$ cat config.mk
export PLATFORM = sky130hd
export DESIGN_NAME = unicode_string_escaper
export DESIGN_NICKNAME = d
export VERILOG_FILES = /design/src/sv/usesc_pkg.sv /design/src/sv/usesc_front.sv /design/src/sv/usesc_fifo.sv /design/src/sv/usesc_back.sv /design/src/sv/unicode_string_escaper.sv
export SDC_FILE = /design/constraint.sdc
export NUM_CORES = 1
export LEC_CHECK = 0
export BUFFER_PORTS_ARGS = -buffer_cell sky130_fd_sc_hd__buf_4
export CAP_MARGIN = 0
export CORE_MARGIN = 4
export CORE_UTILIZATION = 50
export DETAILED_ROUTE_END_ITERATION = 10
export GPL_ROUTABILITY_DRIVEN = 1
export MAX_ROUTING_LAYER = met4
export PLACE_DENSITY = 0.68
export SETUP_SLACK_MARGIN = 0.05
export SLEW_MARGIN = 0
export SYNTH_ARGS = -nofsm -noshare
export SYNTH_HDL_FRONTEND = slang
export SYNTH_SLANG_ARGS = --single-unit
export TNS_END_PERCENT = 1
$ cat constraint.sdc
create_clock -name clk -period 9.9 [get_ports clk]
set_clock_uncertainty 0.2 [all_clocks]
set_input_delay 0.495 -clock clk [delete_from_list [all_inputs] [get_ports clk]]
set_output_delay 0.495 -clock clk [all_outputs]
set_load 0.1 [all_outputs]
$ cat src/sv/usesc_pkg.sv
// ----------------------------------------------------------------------------
// usesc_pkg: shared types and constants of the unicode string escaper
// Item descriptor passed from the classifier to the byte sequencer, the
// character constants and the hex digit encoder.
// ----------------------------------------------------------------------------
package usesc_pkg;

  localparam int unsigned CpW        = 31;
  localparam int unsigned ByteW      = 7;
  localparam int unsigned StepW      = 4;
  localparam int unsigned QueueDepth = 4;

  localparam logic [ByteW-1:0] ChQuote   = 7'h22;
  localparam logic [ByteW-1:0] ChBslash  = 7'h5C;
  localparam logic [ByteW-1:0] ChLowerU  = 7'h75;
  localparam logic [ByteW-1:0] ChUpperU  = 7'h55;
  localparam logic [CpW-1:0]   CpPrintLo = 31'h20;
  localparam logic [CpW-1:0]   CpPrintHi = 31'h7E;
  localparam logic [CpW-1:0]   CpQuote   = 31'h22;
  localparam logic [CpW-1:0]   CpBslash  = 31'h5C;
  localparam logic [CpW-1:0]   CpBmpEnd  = 31'h10000;

  typedef enum logic [2:0] {
    KIND_END,
    KIND_ESC,
    KIND_PLAIN,
    KIND_U4,
    KIND_U8
  } kind_t;

  typedef struct packed {
    logic            open_q;
    kind_t           kind;
    logic [CpW-1:0]  cp;
  } desc_t;

  localparam int unsigned DescW = $bits(desc_t);

  function automatic logic [ByteW-1:0] hex_char(input logic [3:0] d);
    logic [ByteW-1:0] c;
    if (d < 4'hA) begin
      c = 7'h30 + {3'b000, d};
    end else begin
      c = 7'h37 + {3'b000, d};
    end
    return c;
  endfunction

endpackage

$ cat src/sv/usesc_front.sv
// ----------------------------------------------------------------------------
// usesc_front: item classifier
// Accepts input items, tracks whether a string is open and turns each item
// into a descriptor for the queue.
// ----------------------------------------------------------------------------
module usesc_front (
  input  logic                      clk,
  input  logic                      rst_n,
  input  logic                      in_tvalid,
  output logic                      in_tready,
  input  logic [31:0]               in_tdata,   // [30:0] code_point
  input  logic                      in_tuser,   // [0] req_type
  input  logic                      q_full,
  output logic                      q_push,
  output usesc_pkg::desc_t          q_desc
);
  import usesc_pkg::*;

  logic           inside_r;
  logic           inside_nxt;
  logic [CpW-1:0] cp;
  kind_t          kind;

  assign in_tready = !q_full;
  assign q_push    = in_tvalid && !q_full;
  assign cp        = in_tdata[CpW-1:0];

  always_comb begin
    if (in_tuser) begin
      kind = KIND_END;
    end else if (cp == CpQuote || cp == CpBslash) begin
      kind = KIND_ESC;
    end else if (cp >= CpPrintLo && cp <= CpPrintHi) begin
      kind = KIND_PLAIN;
    end else if (cp < CpBmpEnd) begin
      kind = KIND_U4;
    end else begin
      kind = KIND_U8;
    end
  end

  assign q_desc = '{open_q: !inside_r, kind: kind, cp: cp};

  always_comb begin
    inside_nxt = inside_r;
    if (q_push) begin
      inside_nxt = !in_tuser;
    end
  end

  always_ff @(posedge clk) begin
    if (!rst_n) begin
      inside_r <= 1'b0;
    end else begin
      inside_r <= inside_nxt;
    end
  end

endmodule

$ cat src/sv/usesc_fifo.sv
// ----------------------------------------------------------------------------
// usesc_fifo: descriptor queue
// Small register queue between the classifier and the byte sequencer.
// ----------------------------------------------------------------------------
module usesc_fifo #(
  parameter int unsigned Width = 8,
  parameter int unsigned Depth = 4
) (
  input  logic             clk,
  input  logic             rst_n,
  input  logic             push,
  input  logic [Width-1:0] din,
  output logic             full,
  input  logic             pop,
  output logic             vld,
  output logic [Width-1:0] dout
);
  localparam int unsigned PtrW = $clog2(Depth);
  localparam int unsigned CntW = $clog2(Depth + 1);
  localparam logic [PtrW-1:0] PtrLast = PtrW'(Depth - 1);
  localparam logic [CntW-1:0] CntFull = CntW'(Depth);

  logic [Width-1:0] mem_r [Depth];
  logic [PtrW-1:0]  wr_ptr_r, wr_ptr_nxt;
  logic [PtrW-1:0]  rd_ptr_r, rd_ptr_nxt;
  logic [CntW-1:0]  cnt_r, cnt_nxt;

  assign full = (cnt_r == CntFull);
  assign vld  = (cnt_r != '0);
  assign dout = mem_r[rd_ptr_r];

  always_comb begin
    wr_ptr_nxt = wr_ptr_r;
    rd_ptr_nxt = rd_ptr_r;
    cnt_nxt    = cnt_r;
    if (push) begin
      wr_ptr_nxt = (wr_ptr_r == PtrLast) ? '0 : wr_ptr_r + 1'b1;
    end
    if (pop) begin
      rd_ptr_nxt = (rd_ptr_r == PtrLast) ? '0 : rd_ptr_r + 1'b1;
    end
    if (push && !pop) begin
      cnt_nxt = cnt_r + 1'b1;
    end else if (pop && !push) begin
      cnt_nxt = cnt_r - 1'b1;
    end
  end

  always_ff @(posedge clk) begin
    if (push) begin
      mem_r[wr_ptr_r] <= din;
    end
  end

  always_ff @(posedge clk) begin
    if (!rst_n) begin
      wr_ptr_r <= '0;
      rd_ptr_r <= '0;
      cnt_r    <= '0;
    end else begin
      wr_ptr_r <= wr_ptr_nxt;
      rd_ptr_r <= rd_ptr_nxt;
      cnt_r    <= cnt_nxt;
    end
  end

  a_no_overflow: assert property (@(posedge clk) disable iff (!rst_n)
    full |-> !push)
    else $error("queue written while full");

  a_no_underflow: assert property (@(posedge clk) disable iff (!rst_n)
    pop |-> vld)
    else $error("queue read while empty");

endmodule

$ cat src/sv/usesc_back.sv
// ----------------------------------------------------------------------------
// usesc_back: byte sequencer
// Walks one descriptor a byte per cycle while out_tready does not stall it.
// ----------------------------------------------------------------------------
module usesc_back (
  input  logic                 clk,
  input  logic                 rst_n,
  input  logic                 q_vld,
  input  usesc_pkg::desc_t     q_desc,
  output logic                 q_pop,
  output logic                 out_tvalid,
  input  logic                 out_tready,
  output logic [7:0]           out_tdata,  // [6:0] out_byte
  output logic                 out_tlast   // last_of_run
);
  import usesc_pkg::*;

  desc_t            cur_r, cur_nxt;
  logic             cur_vld_r, cur_vld_nxt;
  logic [StepW-1:0] step_r, step_nxt;
  logic             ovld_r, ovld_nxt;
  logic [ByteW-1:0] obyte_r, obyte_nxt;
  logic             olast_r, olast_nxt;

  logic [StepW-1:0] body_len;
  logic [StepW-1:0] len;
  logic [StepW-1:0] pos;
  logic [StepW-1:0] digits;
  logic [StepW-1:0] nib_sel;
  logic [31:0]      cp32;
  logic [3:0]       nib;
  logic [ByteW-1:0] byte_c;
  logic             last_c;
  logic             slot;
  logic             emit;

  always_comb begin
    case (cur_r.kind)
      KIND_END:   body_len = 4'd1;
      KIND_ESC:   body_len = 4'd2;
      KIND_PLAIN: body_len = 4'd1;
      KIND_U4:    body_len = 4'd6;
      KIND_U8:    body_len = 4'd10;
      default:    body_len = 4'd1;
    endcase
  end

  assign len     = body_len + {3'b000, cur_r.open_q};
  assign last_c  = (step_r == len - 1'b1);
  assign pos     = step_r - {3'b000, cur_r.open_q};
  assign digits  = (cur_r.kind == KIND_U8) ? 4'd8 : 4'd4;
  assign nib_sel = digits + 4'd1 - pos;
  assign cp32    = {1'b0, cur_r.cp};
  assign nib     = cp32[nib_sel[2:0]*4 +: 4];

  always_comb begin
    if (cur_r.open_q && step_r == '0) begin
      byte_c = ChQuote;
    end else begin
      case (cur_r.kind)
        KIND_END:   byte_c = ChQuote;
        KIND_ESC:   byte_c = (pos == '0) ? ChBslash : cur_r.cp[ByteW-1:0];
        KIND_PLAIN: byte_c = cur_r.cp[ByteW-1:0];
        KIND_U4, KIND_U8: begin
          if (pos == 4'd0) begin
            byte_c = ChBslash;
          end else if (pos == 4'd1) begin
            byte_c = (cur_r.kind == KIND_U8) ? ChUpperU : ChLowerU;
          end else begin
            byte_c = hex_char(nib);
          end
        end
        default:    byte_c = ChQuote;
      endcase
    end
  end

  assign slot  = !ovld_r || out_tready;
  assign emit  = cur_vld_r && slot;
  assign q_pop = q_vld && (!cur_vld_r || (emit && last_c));

  always_comb begin
    cur_nxt     = cur_r;
    cur_vld_nxt = cur_vld_r;
    step_nxt    = step_r;
    if (q_pop) begin
      cur_nxt     = q_desc;
      cur_vld_nxt = 1'b1;
      step_nxt    = '0;
    end else if (emit) begin
      step_nxt = step_r + 1'b1;
      if (last_c) begin
        cur_vld_nxt = 1'b0;
      end
    end
  end

  always_comb begin
    ovld_nxt  = ovld_r;
    obyte_nxt = obyte_r;
    olast_nxt = olast_r;
    if (slot) begin
      ovld_nxt  = cur_vld_r;
      obyte_nxt = byte_c;
      olast_nxt = last_c;
    end
  end

  always_ff @(posedge clk) begin
    cur_r   <= cur_nxt;
    obyte_r <= obyte_nxt;
    olast_r <= olast_nxt;
  end

  always_ff @(posedge clk) begin
    if (!rst_n) begin
      cur_vld_r <= 1'b0;
      step_r    <= '0;
      ovld_r    <= 1'b0;
    end else begin
      cur_vld_r <= cur_vld_nxt;
      step_r    <= step_nxt;
      ovld_r    <= ovld_nxt;
    end
  end

  assign out_tvalid = ovld_r;
  assign out_tdata  = {1'b0, obyte_r};
  assign out_tlast  = olast_r;

  a_step_in_range: assert property (@(posedge clk) disable iff (!rst_n)
    cur_vld_r |-> (step_r < len))
    else $error("sequencer step past end of item");

  a_pop_only_at_end: assert property (@(posedge clk) disable iff (!rst_n)
    (q_pop && cur_vld_r) |-> (emit && last_c))
    else $error("descriptor replaced before its last byte");

endmodule

$ cat src/sv/unicode_string_escaper.sv
// ----------------------------------------------------------------------------
// unicode_string_escaper: quoted, escaped ASCII string from code points
// First byte of an item passes the queue, item register and output register.
// Throughput: one output byte per cycle while out_tready is not held low; an
// item is 1 to 11 bytes, set by the byte sequencer; the classifier takes an
// item per cycle while the descriptor queue has room.
// Reset: synchronous, active low; marks no string open, empties the queue.
// ----------------------------------------------------------------------------
module unicode_string_escaper #(
  parameter int unsigned QUEUE_DEPTH = usesc_pkg::QueueDepth
) (
  input  logic        clk,
  input  logic        rst_n,
  input  logic        in_tvalid,
  output logic        in_tready,
  input  logic [31:0] in_tdata,   // [30:0] code_point
  input  logic        in_tuser,   // [0] req_type
  output logic        out_tvalid,
  input  logic        out_tready,
  output logic [7:0]  out_tdata,  // [6:0] out_byte
  output logic        out_tlast   // last_of_run
);
  import usesc_pkg::*;

  desc_t push_desc;
  desc_t pop_desc;
  logic  q_push;
  logic  q_full;
  logic  q_pop;
  logic  q_vld;

  usesc_front u_front (
    .clk       (clk),
    .rst_n     (rst_n),
    .in_tvalid (in_tvalid),
    .in_tready (in_tready),
    .in_tdata  (in_tdata),
    .in_tuser  (in_tuser),
    .q_full    (q_full),
    .q_push    (q_push),
    .q_desc    (push_desc)
  );

  usesc_fifo #(
    .Width (DescW),
    .Depth (QUEUE_DEPTH)
  ) u_fifo (
    .clk   (clk),
    .rst_n (rst_n),
    .push  (q_push),
    .din   (push_desc),
    .full  (q_full),
    .pop   (q_pop),
    .vld   (q_vld),
    .dout  (pop_desc)
  );

  usesc_back u_back (
    .clk        (clk),
    .rst_n      (rst_n),
    .q_vld      (q_vld),
    .q_desc     (pop_desc),
    .q_pop      (q_pop),
    .out_tvalid (out_tvalid),
    .out_tready (out_tready),
    .out_tdata  (out_tdata),
    .out_tlast  (out_tlast)
  );

endmodule
==> results of run 1 <==
-- flip-flops by register name, indices dropped and copies added (netlist names) --
signal,count
u_back.out_tvalid,1
u_back.step_r,4
u_back.cur_vld_r,1
u_fifo.wr_ptr_r,2
u_back.cp32,31
u_fifo.mem_r,140
u_back.obyte_r,7
u_fifo.cnt_r,3
u_back.cur_r,4
u_back.out_tlast,1
u_front.inside_r,1
u_fifo.rd_ptr_r,2
-- worst max-delay path, stage by stage (launching register included) --
cell and delay (ns):
sky130_fd_sc_hd__edfxtp_1 0.58, sky130_fd_sc_hd__or3b_1 0.62, sky130_fd_sc_hd__o21ai_0 0.17, sky130_fd_sc_hd__ha_1 0.27, sky130_fd_sc_hd__xnor2_1 0.13, sky130_fd_sc_hd__nand2_1 0.10
sky130_fd_sc_hd__o41ai_2 0.34, sky130_fd_sc_hd__nand2b_1 0.21, sky130_fd_sc_hd__ha_1 0.26, sky130_fd_sc_hd__inv_1 0.08, sky130_fd_sc_hd__fa_1 0.18, sky130_fd_sc_hd__xor2_1 0.08
sky130_fd_sc_hd__or3_1 0.30, sky130_fd_sc_hd__a21boi_0 0.16
-- final timing paths --
kind | depth (start not counted) | endpoint | slack, ns | startpoint
max | 13 | u_fifo.cnt_r[2] | 6.15 | u_back.cur_r[33]
min | 1 | u_fifo.mem_r[2][20] | 0.08 | in_tdata[20]
max reg2reg | 13 | u_fifo.cnt_r[2] | 6.15 | u_back.cur_r[33]
min reg2reg | 2 | u_fifo.cnt_r[2] | 0.31 | u_fifo.cnt_r[2]
-- cells by family (layout without fill, tap and decap cells) --
kind of cell             count (synthesis)  count (layout)  share of synthesized area (%)
flip-flops                             197             197                           71.3
AND/OR/NAND/NOR                         82              82                           5.25
AO/OA/AOI/OAI                           53              53                           4.76
multiplexers                            49              49                           12.8
buffers and inverters                   33              96                           1.99
XOR/XNOR                                14              14                           1.93
adder cells (fa/ha/maj)                 12              12                           1.95
other                                    1               1                         0.0463
-- power by group through the flow --
| stage | combinational [mW] | clock, mW | sequential [mW] |
|---|---|---|---|
| 3_5_place_dp | 1.06 | 0 | 1.21 |
| 5_1_grt | 1.15 | 0.698 | 1.21 |
| 3_3_place_gp | 1.04 | 0 | 1.21 |
| 2_1_floorplan | 0.785 | 0 | 1.26 |
| 4_1_cts | 1.06 | 0.668 | 1.20 |
| 6_report | 1.05 | 0.651 | 1.20 |
-- cell type report --
type	instances	area (um^2)
clock buffer	18	429
clock inverter	14	134
inverter	12	45.0
timing repair buffer	52	390
fill	1214	6680
multi-input combinational	211	2160
tap	216	270
sequential	197	5780
-- cells in the final DEF, fill, tap and decap left out, types with 5 or more instances in the layout --
cell	n
sky130_fd_sc_hd__edfxtp_1	183
sky130_fd_sc_hd__buf_4	52
sky130_fd_sc_hd__mux4_2	42
sky130_fd_sc_hd__nand2_1	20
sky130_fd_sc_hd__clkbuf_16	17
sky130_fd_sc_hd__dfxtp_1	13
sky130_fd_sc_hd__nor2_1	12
sky130_fd_sc_hd__inv_1	12
sky130_fd_sc_hd__ha_1	11
sky130_fd_sc_hd__nor2b_1	10
sky130_fd_sc_hd__o21ai_0	10
sky130_fd_sc_hd__xnor2_1	9
sky130_fd_sc_hd__a21oi_1	8
sky130_fd_sc_hd__a31oi_1	7
sky130_fd_sc_hd__nand3_1	7
sky130_fd_sc_hd__nor3_1	6
sky130_fd_sc_hd__nor4_1	5
-- metrics by stage --
step | total power, mW | hold slack (ns) | worst slack (ns) | util, % | std cells
floorplan | 2.04 | 0.272 | 6.55 | - | 441
global placement | 2.25 | 0.287 | 6.24 | 54.4 | 688
detailed placement | 2.27 | 0.291 | 6.15 | 54.4 | 688
CTS | 2.93 | 0.0565 | 6.13 | 58.0 | 720
global route | 3.06 | 0.0636 | 5.88 | 58.0 | 720
finish | 2.90 | 0.0771 | 6.15 | 58.0 | 720
-- per-layer routing --
layer / track usage, % / routed length [um]
met4: 5.04 / 157
met3: 3.64 / 470
met5: - / 0
met2: 25.3 / 6820
met1: 22.5 / 6220
==> impl.org, run 1 <==
** Cells and area
- Area overhead of the layout relative to synthesis :: 13.7%
- After the last flow step, the layout net total stands at 540.
- Cells with a size suffix above 1 make up 26.2% of the layout.
- Antenna diode instance count :: 0
- The finished cells cover 9210 um^2.

** Clock tree
- Level count of the clock H-tree :: 4
- Clock tree synthesis inserted a total of 17 buffers.
- Buffers added to address setup during post-CTS repair amount to 0.
- TritonCTS built the clock tree.
- Clock transition at the registers of the reported paths :: 0.06 ns
- For this design, the CTS-stage hold fixing added 0 buffers.
- Number of clock sinks seen by CTS :: 197
- The tree is rooted in a sky130_fd_sc_hd__clkbuf_16.
- Number of gates given a new drive strength after cts :: 0
- Clock Latency Late Sink :: 0.42 ns
- Clock Path Buffers :: 2

** Worst setup path
- The critical path is of the reg -> reg type.
- Worst path required time :: 10.05 ns
- At the worst endpoint, the arrival time is 3.90 ns.
- The worst setup path is launched from a flop.
- STA classifies the critical path endpoint as a flop.
- Of all nets on the critical path, the largest fanout is 13.

** Global routing
- Global routing used 16.5% of the available tracks.
- Number of global-route vias before repair :: 4020
- Entering global routing, the biggest net connects 39 pins.
- The first global-routing pass estimated 21.9 mm of wire.
- For this run the aggregate overflow at the end of global routing stands at 0.
- The initial antenna violation count came to 0.

** Power
- Leak Pwr :: 3.06 nW
- Of the total power, the share spent switching nets is 33.5%.
- Worst supply voltage drop on vdd :: 0.154 mV
- Combinational power share :: 36.2%
- Per report_power, the clock group accounts for 22.5% of the total.
- Power density normalized to cell area :: 315 nW/um^2
- Sequential cell fraction of total power :: 41.3%
- The internal portion of the total power is 1.93 mW.
- Switch Pwr :: 0.971 mW

** Drt
- Using the TritonRoute via totals, the vias-per-cell ratio works out to 5.54.
- Iteration-0 DRC Markers :: 247
- The final layout contains routed wiring with a total length of 13.7 mm.
- Count of unresolved DRC violations after routing :: 0
- Antenna-violating nets left :: 0
- Detailed-route via count :: 3988
- Dividing the detail-routed wire length by the instance count gives 19.0 um.
- Number of search-and-repair iterations in the first detailed-routing pass :: 4

** STA
- Final number of hold-violating endpoints :: 0
- Final setup fails :: 0
- RSZ-0062 raised after global routing :: no
- The count of final max-slew check failures is 0.
- Worst slew margin relative to its limit :: 41.7%
- Transition at the pin with the smallest max-transition slack :: 0.874 ns
- Maximum achievable frequency :: 0.267 GHz
- The final critical path takes up 37.9% of the cycle.
- The worst path needs 3.75 ns of the cycle, external delays included.
- Final sum of negative setup slack :: 0 ns

** Place
- HPWL after detailed placement :: 8.44 mm
- Routability-driven placement finished with a final weighted congestion of 0.815.
- Input/output buffers :: 45
- Cell area reported after detailed placement :: 8640 um^2

** Die
- Overall die height :: 135 um
- Die outline area :: 18300 um^2
- The floorplan has 46 rows.
- I/O pins :: 48
- From left edge to right edge, the die measures 135 um.
- Starting utilization of the core area :: 51.0%
- Core Box Area :: 15900 um^2

** Logic synthesis
- Cell area after synthesis :: 8100 um^2
- Share of synthesized registers carrying an async set or reset :: 0%
- Among all cell types in the netlist, the one instantiated most often is sky130_fd_sc_hd__edfxtp_1.
- Number of warnings printed during yosys synthesis :: 0
- The top cell type by area accounts for 67.9% of the synthesized area.
- Predominant post-synthesis flop cell :: sky130_fd_sc_hd__edfxtp_1
- Synthesized instance count :: 441
- Post-synthesis area per instance :: 18.4 um^2
- Flops & latches, synth :: 197
- Dominant cell type by area after synthesis :: sky130_fd_sc_hd__edfxtp_1
- The number of nets in the synthesized netlist is 490.
- After synthesis, the most frequently instantiated cells are sky130_fd_sc_hd__edfxtp_1, sky130_fd_sc_hd__mux4_2, sky130_fd_sc_hd__nand2_1.
- Post-synth cell types :: 56
- Yosys mapped a number of flops with a built-in enable equal to 183.
- Biggest area contributors in the synthesized netlist :: sky130_fd_sc_hd__edfxtp_1, sky130_fd_sc_hd__mux4_2, sky130_fd_sc_hd__dfxtp_1
- Sequential elements use 71.3% of the synthesized area.

** Status
- The run finished with clean final reports.

** Hold path
- Type of the tightest min-delay check :: in -> reg

** Run
- Across the run, the number of max-cap violations was 0.
Note: power is estimated with default switching activity, not from simulation.
==> inputs of run 2 (changes only) <==
==> constraint.sdc (replaced) <==
create_clock -name clk -period 3.5 [get_ports clk]
set_clock_uncertainty 0.2 [all_clocks]
set_input_delay 0.175 -clock clk [delete_from_list [all_inputs] [get_ports clk]]
set_output_delay 0.175 -clock clk [all_outputs]
set_load 0.1 [all_outputs]
==> run 2 against run 1 <==
Cell count rose by 5.8%. Critical path depth stayed put. Sequential share of layout area is 2.5 points lower. Combinational power grew to 3.0 times the previous value. Flip-flop and latch count unchanged. Die area stayed put. Total power grew to 2.8 times the previous value. Core utilization is 2.4 points higher. Global-route usage grew 0.84 points. Routed wire length is 4.4% higher. Hold slack gained 0.10 ns. Maximum frequency grew 18%.
==> impl.org, run 2 (synthesized netlist as in run 1, its figures left out) <==
** Place
- Pre-CTS setup slack :: 0.318 ns (was 6.15 ns)
- HPWL after detailed placement :: 8.68 mm (was 8.44 mm)
- Input/output buffers :: 45 (unchanged)
- Last weighted congestion value of the routability-driven placer :: 0.866 (was 0.815)
- Placed Instances :: 695 (was 688)

** STA
- Worst slew margin relative to its limit :: 54.6% (was 41.7%)
- The count of final max-slew check failures was 0 (unchanged).
- RSZ-0062 raised after global routing: no (unchanged).
- Final number of hold-violating endpoints :: 0 (unchanged)
- The portion of the clock cycle consumed by the worst path in the final layout was 90.6% (was 37.9%).
- The smallest setup slack after layout came to 0.331 ns (was 6.15 ns).
- The summed negative setup slack over all endpoints was 0 ns (unchanged).
- The shortest clock period the worst path allows after layout is 3.17 ns (was 3.75 ns).
- Final setup fails :: 0 (unchanged)
- The achievable clock frequency was 0.316 GHz (was 0.267 GHz).
- The transition time at the pin with the least slew margin came to 0.681 ns (was 0.874 ns).

** Global routing
- The first-pass GRT wire length is 23.0 mm (was 21.9 mm).
- Total track usage :: 17.3% (was 16.5%)
- The largest net degree at the start of global routing came to 38 (was 39).
- Number of antenna violations at the first check in global routing :: 0 (unchanged)
- Number of global-route vias before repair :: 4270 (was 4020)
- The overflow left after global routing is 0 (unchanged).

** Worst setup path
- Worst reg2reg setup slack :: 0.33 ns (was 6.15 ns)
- The depth of the most critical reg-to-reg path is 13 (unchanged).
- The endpoint of the worst setup timing path is u_fifo.cnt_r[2] (unchanged).
- The start of the worst register-to-register path is u_back.cur_r[31] (was u_back.cur_r[33]).
- The number of cells on the critical path came to 13 (unchanged).
- The startpoint kind of the worst setup timing path is a flop (unchanged).
- The destination of the worst register-to-register timing path is u_fifo.cnt_r[2] (unchanged).
- The launching instance or port of the critical path is u_back.cur_r[31] (was u_back.cur_r[33]).
- The highest cell delay on the worst timing path came to 0.39 ns (was 0.62 ns).
- Type of the worst setup path :: reg -> reg (unchanged)
- The worst path buffer plus inverter count is 1 (unchanged).
- The most repeated library cell on the critical path is sky130_fd_sc_hd__ha_1 (unchanged).
- Worst-path fanout max :: 6 (was 13)
- Worst endpoint data arrival time :: 3.32 ns (was 3.90 ns)
- The dominant delay contributor by cell family on the critical path is simple AND/OR/NAND/NOR gates (unchanged).
- The sort of element at the end of the critical path is a flop (unchanged).
- Worst path required time :: 3.66 ns (was 10.05 ns)
- List of cells traversed by the critical path: or3b_1, o21ai_0, ha_1, xnor2_1, nand2_1, o41ai_2, nand2b_1, ha_1, inv_1, fa_1, xor2_1, or3_1, a21boi_0 (unchanged).
- The cell with the biggest individual delay on the critical path is sky130_fd_sc_hd__or3b_1 (unchanged).

** Die
- Horizontal die dimension :: 135 um (unchanged)
- Floorplan row count :: 46 (unchanged)
- Starting utilization of the core area :: 51.0% (unchanged)
- The placeable core region is 15900 um^2 (unchanged).
- I/O pins :: 48 (unchanged)
- Die outline area :: 18300 um^2 (unchanged)
- Overall die height :: 135 um (unchanged)

** Drt
- The number of DRC markers after the initial detailed-route iteration is 265 (was 247).
- Vias per inst :: 5.47 (was 5.54)
- Number of search-and-repair iterations in the first detailed-routing pass :: 4 (unchanged)
- Antenna-violating nets left :: 0 (unchanged)
- Count of unresolved DRC violations after routing :: 0 (unchanged)
- Detailed-route via count :: 4167 (was 3988)
- The detailed-route wire length per cell was 18.7 um (was 19.0 um).
- Routed wire length :: 14.3 mm (was 13.7 mm)

** Hold path
- The kind of path behind the tightest hold check was in -> reg (unchanged).

** Cells and area
- Area overhead of the layout relative to synthesis :: 18.4% (was 13.7%)
- The flip-flop count of the largest register after layout came to 140 (unchanged).
- Antenna diode instance count :: 0 (unchanged)
- Most frequent standard cell in the layout excluding fill and tap cells :: sky130_fd_sc_hd__edfxtp_1 (unchanged)
- The register bank with the most flops was u_fifo.mem_r (unchanged).
- The final core utilization was 60.4% (was 58.0%).
- The final cell count without fillers came to 762 (was 720).
- Commonest non-fill, non-tap cells in the layout :: sky130_fd_sc_hd__edfxtp_1, sky130_fd_sc_hd__buf_4, sky130_fd_sc_hd__mux4_2 (unchanged)
- The number of nets at the end of the flow is 582 (was 540).
- The share of final-layout standard cells stronger than drive strength 1 came to 24.9% (was 26.2%).

** Clock tree
- Hold-fix buffers at CTS :: 35 (was 0)
- Clock Latency Late Sink :: 0.43 ns (was 0.42 ns)
- Number of clock sinks seen by CTS :: 197 (unchanged)
- The TritonCTS clock tree is yes (unchanged).
- The maximum clock insertion buffer count is 2 (unchanged).
- The post-CTS clock slew at the launch and capture registers of the worst setup and hold paths came to 0.06 ns (about the same).
- The number of H-tree branching levels is 4 (unchanged).
- The post-CTS repair timing setup buffer count is 0 (unchanged).
- The quantity of gates resized following cts came to 0 (unchanged).
- The CTS root buffer was sky130_fd_sc_hd__clkbuf_16 (unchanged).
- TritonCTS Buffers :: 17 (unchanged)

** Power
- The reported leakage power was 3.23 nW (was 3.06 nW).
- Power density normalized to cell area :: 855 nW/um^2 (was 315 nW/um^2)
- Worst supply voltage drop on vdd :: 0.521 mV (was 0.154 mV)

** Run
- Max capacitance violation total :: 0 (unchanged)

** Status
- Result of the run :: complete, no violations (unchanged)
## run 2: final cells by class
class,count,area (um^2)
fill,1185,6300
clock buffer,18,429
inverter,12,45.0
clock inverter,14,86.3
tap,216,270
sequential,197,5780
timing repair buffer,94,818
multi-input combinational,211,2160
## run 2: per-layer routing
metal / vias to the layer above / GRT usage, % / share of wire [%]
met3: 19 / 4.31 / 5.2
met2: 117 / 27.5 / 51
met5: - / - / 0
met1: 2078 / 22.0 / 43
met4: 0 / 6.22 / 1.7
li1: 1953 / - / -
## run 2: through the flow
step	power, mW	instance area (um^2)	hold WS (ns)
after detailed placement	6.53	8720	0.187
final	8.19	9590	0.182
after floorplan	5.78	8100	0.0739
after CTS	8.26	9590	0.164
after global placement	6.45	8720	0.182
after global routing	8.65	9590	0.192
## run 2: worst min-delay path, stage by stage
cell	delay, ns
sky130_fd_sc_hd__buf_4	0.08
sky130_fd_sc_hd__nor2b_1	0.06
sky130_fd_sc_hd__inv_1	0.29
## run 2: power by group
| group | internal (mW) | leakage (nW) | switching (mW) |
|---|---|---|---|
| Clock | 0.898 | 0.246 | 0.809 |
| Sequential | 3.17 | 1.82 | 0.213 |
| Combinational | 1.35 | 1.17 | 1.75 |
| Total | 5.42 | 3.23 | 2.77 |
## run 2: worst min-delay path by stage
stage / from / end / cells after the start
global route: out_tready / u_back.cur_vld_r / 4
floorplan: in_tdata[0] / u_fifo.mem_r[0][0] / 0
finish: out_tready / u_back.obyte_r[2] / 3
CTS: out_tready / u_back.cur_vld_r / 4
global placement: in_tdata[27] / u_fifo.mem_r[1][27] / 1
detailed placement: in_tdata[9] / u_fifo.mem_r[3][9] / 1
